==> src/rtl/ptmu_pkg.sv <==
`default_nettype none

package ptmu_pkg;

    // Default size of the table pool in pages.
    localparam int TABLE_PAGES_DEFAULT = 64;

    // Geometry of one table page and its entries.
    localparam int ENTRY_W  = 64;
    localparam int IDX_W    = 9;
    localparam int OFFSET_W = 12;

    // Field widths of requests, results and the base register.
    localparam int VA_W    = 48;
    localparam int PA_W    = 52;
    localparam int FLAGS_W = 64;
    localparam int BASE_W  = 40;

    // The shared adder works on a frame number plus a borrow bit.
    localparam int FRAME_W = ENTRY_W - OFFSET_W;
    localparam int ALU_W   = FRAME_W + 1;

    // Bit positions within a table entry.
    localparam int BIT_P = 0;
    localparam int BIT_W = 1;
    localparam int BIT_U = 2;

    typedef enum logic [1:0] {
        ST_DONE        = 2'd0,
        ST_NOT_PRESENT = 2'd1,
        ST_EXHAUSTED   = 2'd2
    } status_t;

    typedef enum logic {
        CMD_MAP   = 1'b0,
        CMD_UNMAP = 1'b1
    } cmd_t;

    typedef enum logic {
        ALU_ADD = 1'b0,
        ALU_SUB = 1'b1
    } alu_op_t;

    typedef enum logic [1:0] {
        LVL_PML4 = 2'd0,
        LVL_PDPT = 2'd1,
        LVL_PD   = 2'd2
    } level_t;

    typedef enum logic [2:0] {
        S_CLEAR,
        S_IDLE,
        S_READ,
        S_EVAL,
        S_LEAF,
        S_RESP
    } state_t;

    // Control of one table store access.
    typedef struct packed {
        logic rd_en;     // read the entry at the address
        logic rd_alloc;  // the page being read has been handed out
        logic wr_en;     // write the entry at the address
        logic wr_stale;  // the page being written has not been handed out yet
    } mem_ctrl_t;

endpackage

`default_nettype wire

==> src/rtl/ptmu_alu.sv <==
`default_nettype none

module ptmu_alu #(
    parameter int TABLE_PAGES = ptmu_pkg::TABLE_PAGES_DEFAULT
) (
    input  wire ptmu_pkg::alu_op_t           op,
    input  wire logic [ptmu_pkg::ALU_W-1:0]  a,
    input  wire logic [ptmu_pkg::ALU_W-1:0]  b,
    output logic      [ptmu_pkg::ALU_W-1:0]  result,
    output logic                             in_pool
);

    // One adder serves both the pointer check and the new table address.
    always_comb begin
        unique case (op)
            ptmu_pkg::ALU_SUB: result = a - b;
            ptmu_pkg::ALU_ADD: result = a + b;
            default:           result = a + b;
        endcase
    end

    // A difference is a valid pool page when it did not borrow and is below the pool size.
    assign in_pool = !result[ptmu_pkg::ALU_W-1]
                  && (result[ptmu_pkg::FRAME_W-1:0] < ptmu_pkg::FRAME_W'(TABLE_PAGES));

endmodule

`default_nettype wire

==> config.mk <==
export PLATFORM = sky130hd
export DESIGN_NAME = ptmu_alu
export DESIGN_NICKNAME = d
export VERILOG_FILES = /design/src/rtl/ptmu_pkg.sv /design/src/rtl/ptmu_alu.sv
export SDC_FILE = /design/constraint.sdc
export NUM_CORES = 1
export LEC_CHECK = 0
export BUFFER_PORTS_ARGS = -buffer_cell sky130_fd_sc_hd__clkbuf_2
export CORE_AREA = 2 2 107 109
export DETAILED_ROUTE_END_ITERATION = 8
export DIE_AREA = 0 0 109 111
export GPL_TIMING_DRIVEN = 0
export PLACE_DENSITY = 0.68
export SYNTH_ARGS = -nofsm -noshare
export SYNTH_HDL_FRONTEND = slang
export SYNTH_SLANG_ARGS = --single-unit
==> constraint.sdc <==
create_clock -name vclk -period 22.3
set_input_delay 4.46 -clock vclk [all_inputs]
set_output_delay 4.46 -clock vclk [all_outputs]
set_load 0.05 [all_outputs]
==> run metrics, run 1 <==
outcome finished, final reports clean; fillers roughly 1.2k; area grow syn2layout 21.7%; Mapped Area around 4500 um2; global-route wire length before repair approximately 25,000 um; Slew Viols, Final 0; critical path arrival between 10 and 15 ns; share of the synthesized area in the top cell type between 10 and 15%; I/O Buffers 160; routability cong. between 0.9 and 1; minimum clock period between 15 and 20 ns; Synth area leader ha_1; Worst Max-Slew Pin Slew just over 0.9 ns; GRT overflow 0; # DRC 0; Fin. Hold Viols 0; combinational power share between 90% and 100%; Final Setup Violations 0; iteration count of the initial detailed-routing pass 5; LEAKAGE approximately 2.5 nW; Cells after Synth around 700; die area ~12,000 um2; min-delay worst type primary input to primary output; final net count roughly 1.0k; VDD IR-drop max between 0.00004 and 0.00005 V; layout cells sized above 1 approximately a fifth; dominant cells by area after synthesis ha_1 15%, xnor2_1 15%, a21oi_1 10%; Post-Layout Inst Area about 5500 um2; Resized cells post-CTS 0; footprint of the multi-input gates ~4300 um2; Post-Syn Nets around 860; DRT antenna net count 0; Post-CTS Setup Bufs 0; FMAX 64.9 MHz; All-Layer GR Usage around a quarter; Iter 0 DRT Violations approximately 380; num sequential 0; setup_tns 0 ns; Max-cap violations 0; Placed Cells 1,000; Core ar. between 10,000 and 15,000 um2; register area 0 um2; Final Util 49.6%; Diodes inserted 0; vias around 5.7k; # rows 39; Worst Hold End result[0]; Post-DP Area between 5000 and 6000 um2; Pint just under 100 uW; critical path type primary input to primary output; Net Sw Power roughly 250 uW; Vert. Die Dim 111 um; Syn. warnings 0; largest net degree at the start of global routing 11; Tcrit/Tclk final 69.1%; hpwl dp roughly 14,000 um; startpoint types primary input; Initial Utilization about two fifths; power per cell area 64.0 nW/um2; Post-CTS Hold Buffers 0; dominant cell by count in the synthesized netlist a21oi_1; power share of the clock group 0%; Avg Vias per Cell around 5.7; critical path data required time between 15 and 20 ns; syn avg cell area approximately 6.5 um2; Worst Hold Depth 5; crit end category primary output; DR WL/cell around 16 um; num ports 161; final WL 16,100 um; non-filler instance count after layout around 1.0k; switch share 72.0%; number of antenna violations at the first check in global routing 0; Reg power frac 0%; sequential share of the synthesized area 0%; vias in the first global route around 5.2k; most frequent cells after synthesis 90 x a21oi_1, 75 x xnor2_1, 69 x nor2_1; RSZ-0062 raised after global routing no; CP Max Fanout 9; die width 109 um; worst hold start a[0]; Rel. slew slack around two fifths; post-synthesis cell type count 66; clock buffer count 0
[critical path: stages]
cell       delay (ns)
clkbuf_2         0.11
or3_1            0.41
nor3b_1          0.61
nand2_1          0.17
nor4bb_1         0.77
a21oi_1          0.18
xnor2_1          0.22
ha_1             0.30
clkbuf_1         0.31
nand4_1          0.19
nor4_1           0.45
nand2_1          0.09
o211a_1          0.27
a21o_1           0.22
a2111oi_0        0.38
nand4_1          0.26
nor4b_2          0.31
nand4b_1         0.14
or4_1            0.52
nor4_2           0.25
clkbuf_2         0.31
[cells in the final DEF, fill, tap and decap left out, types with 3 or more instances in the layout]
cell	instances
clkbuf_2	160
a21oi_1	90
xnor2_1	75
nor2_1	69
nand2_1	64
ha_1	53
o21ai_0	38
clkbuf_1	30
nor3_1	26
inv_1	24
xor2_1	22
a21o_1	20
nand4_1	20
or3_1	17
a31oi_1	15
nor4_1	11
and2_1	10
and3_1	8
o21bai_1	8
a211oi_1	8
nand3_1	7
o21a_1	7
o211ai_1	6
a221o_1	4
o31ai_1	4
nor3b_1	3
o21ai_1	3
a221oi_1	3
a2111oi_0	3
[metrics by stage]
step           setup WS [ns]  hold slack (ns)  total power, mW
2_1_floorplan           7.11             9.20            0.266
3_3_place_gp            6.96             9.41            0.348
3_5_place_dp            6.96             9.43            0.348
4_1_cts                 6.95             9.43            0.349
5_1_grt                 6.43             9.48            0.375
6_report                6.90             9.42            0.351
[area by class of cell]
| class | instances | area share [%] |
|---|---|---|
| multi-input combinational | 640 | 78.2 |
| timing repair buffer | 160 | 14.6 |
| tap | 143 | 3.26 |
| inverter | 24 | 1.64 |
| buffer | 33 | 2.30 |
[power by group through the flow]
| stage | Sequential [mW] | Clock [mW] | Combinational [mW] |
|---|---|---|---|
| after floorplan | 0 | 0 | 0.266 |
| after global placement | 0 | 0 | 0.348 |
| after detailed placement | 0 | 0 | 0.348 |
| after CTS | 0 | 0 | 0.349 |
| after global routing | 0 | 0 | 0.375 |
| final | 0 | 0 | 0.351 |
[worst max path at each step]
stage | startpoint | to | slack [ns] | cells after the start
finish | b[3] | in_pool | 6.90 | 21
global route | b[3] | in_pool | 6.43 | 21
CTS | b[3] | in_pool | 6.95 | 21
detailed placement | b[3] | in_pool | 6.96 | 21
global placement | b[3] | in_pool | 6.96 | 21
floorplan | b[3] | in_pool | 7.11 | 20
[metal layers]
metal / vias to the layer above / GRT usage [%] / wire length (um)
met4: 0 / 2.48 / 212
li1: 2905 / - / -
met3: 17 / 2.82 / 1270
met1: 2586 / 36.4 / 7190
met5: - / 0 / 0
met2: 239 / 42.6 / 7380
[logic make-up after synthesis]
family | share of synthesized area [%]
AOI/OAI and AO/OA | 33.8
muxes | 0.222
and+or+nand+nor | 27.2
buffers and inverters | 4.79
adders and majority gates | 15.1
xor gates and xnor gates | 18.8
No activity file was read; power rests on OpenSTA's default activity.
==> inputs of run 2 (changes only) <==
Settings changed: PLACE_DENSITY 0.68 to 0.71.
Clock period 22.3 ns to 13.5 ns, I/O delays scaled along.
==> run 2 against run 1 <==
Effect of this change: die area did not move; largest cell class unchanged; routed wire length increased by 0.66%; sequential cell count unchanged; non-clock buffer count unchanged; setup slack lost 5.2 ns; via count increased by 0.26%; first-iteration DRC count is 2.4% higher; critical path depth did not move; total power increased by 65%.
==> run metrics, run 2 (same netlist as run 1, synthesis figures left out) <==
Tcrit/Tclk final between 80 and 90%; Reg power frac 0%; LEAKAGE 2.46 nW; Resized cells post-CTS 0; family with the most delay on the worst path simple AND/OR/NAND/NOR gates; number of antenna violations at the first check in global routing 0; Worst Path Buf+Inv 3; hpwl dp ~14,000 um; power per cell area 106 nW/um2; Placed Cells ~1.0k; vias between 5k and 6k; Avg Vias per Cell just under 6; commonest non-fill, non-tap cell in the layout clkbuf_2; critical path type primary input to primary output; switch share between 70% and 80%; Pint around 160 uW; crit path cell chain clkbuf_2 -> or3_1 -> nor3b_1 -> nand2_1 -> nor4bb_1 -> a21oi_1 -> xnor2_1 -> ha_1 -> clkbuf_1 -> nand4_1 -> nor4_1 -> nand2_1 -> o211a_1 -> a21o_1 -> a2111oi_0 -> nand4_1 -> nor4b_2 -> nand4b_1 -> or4_1 -> nor4_2 -> clkbuf_2; GRT overflow 0; num ports roughly 160; total power 581 uW; # rows 39; CP max stage cell nor4bb_1; num sequential 0; min-delay worst type primary input to primary output; Post-CTS Hold Buffers 0; Core ar. 11,100 um2; Iter 0 DRT Violations between 300 and 400; final net count between 1k and 1.5k; die width approximately 110 um; register area 0 um2; Final Setup Violations 0; largest net degree at the start of global routing 11; Rel. slew slack about two fifths; fillers approximately 1.2k; outcome finished, final reports clean; layout cells sized above 1 20.1%; startpoint types primary input; I/O Buffers 160; # DRC 0; vias in the first global route just over 5k; clock buffer count 0; power share of the clock group 0%; global-route wire length before repair about 25,000 um; Initial Utilization 40.8%; crit end category primary output; All-Layer GR Usage 25.5%; CP Max Fanout 9; Worst Max-Slew Pin Slew ~0.9 ns; critical path arrival 9.08 ns; routability cong. about 1.0; die area around 12,000 um2; critical path data required time about 11 ns; Fin. Hold Viols 0; Vert. Die Dim between 100 and 150 um; final WL about 16,000 um; combinational power share 100.0%; most frequent cells in the layout 160 x clkbuf_2, 90 x a21oi_1, 75 x xnor2_1; non-filler instance count after layout approximately 1k; FMAX 84.9 MHz; largest stage delay on the critical path roughly 0.63 ns; iteration count of the initial detailed-routing pass 5; Post-CTS Setup Bufs 0; setup_tns 0 ns; Slew Viols, Final 0; minimum clock period 11.78 ns; Max-cap violations 0; DR WL/cell 16.2 um; DRT antenna net count 0; area grow syn2layout 21.7%; RSZ-0062 raised after global routing no; VDD IR-drop max approximately 0.000072 V; Net Sw Power roughly 420 uW; Diodes inserted 0
run 2: cell counts in the layout (fill, tap and decap cells not counted):
No cell type changed its count.
run 2: stage by stage:
stage	instance area (um2)	utilization, %	hold WS [ns]	setup WS (ns)
floorplan	4510	-	5.68	1.83
global placement	5490	49.6	5.90	1.64
detailed placement	5490	49.6	5.90	1.70
CTS	5490	49.6	5.90	1.70
global route	5490	49.6	5.94	1.21
finish	5490	49.6	5.89	1.72
run 2: final cells by class:
cell class | count | area [um2] | share of cell area, %
timing repair buffer | 160 | 801 | 14.6
tap | 143 | 179 | 3.26
multi-input combinational | 640 | 4300 | 78.2
inverter | 24 | 90.1 | 1.64
buffer | 33 | 126 | 2.30
run 2: worst min-delay path: stages:
cell and delay, ns:
clkbuf_2 0.08, inv_1 0.04, ha_1 0.12, inv_1 0.03
clkbuf_2 0.22
run 2: path summary, 6_finish.rpt:
path	startpoint	to	slack [ns]	depth (start not counted)
setup / recovery	b[3]	in_pool	1.72	21
hold / removal	a[0]	result[0]	5.89	5
run 2: power groups by stage:
stage | logic [mW] | clock network, mW | registers, mW
2_1_floorplan | 0.439 | 0 | 0
3_3_place_gp | 0.573 | 0 | 0
3_5_place_dp | 0.574 | 0 | 0
4_1_cts | 0.577 | 0 | 0
5_1_grt | 0.622 | 0 | 0
6_report | 0.581 | 0 | 0
run 2: per-layer routing:
layer / track usage, % / vias up / wire length (um)
li1: - / 2899 / -
met1: 36.0 / 2610 / 7000
met2: 40.4 / 225 / 7270
met3: 3.76 / 28 / 1470
met4: 6.15 / 0 / 420
met5: 0 / - / 0
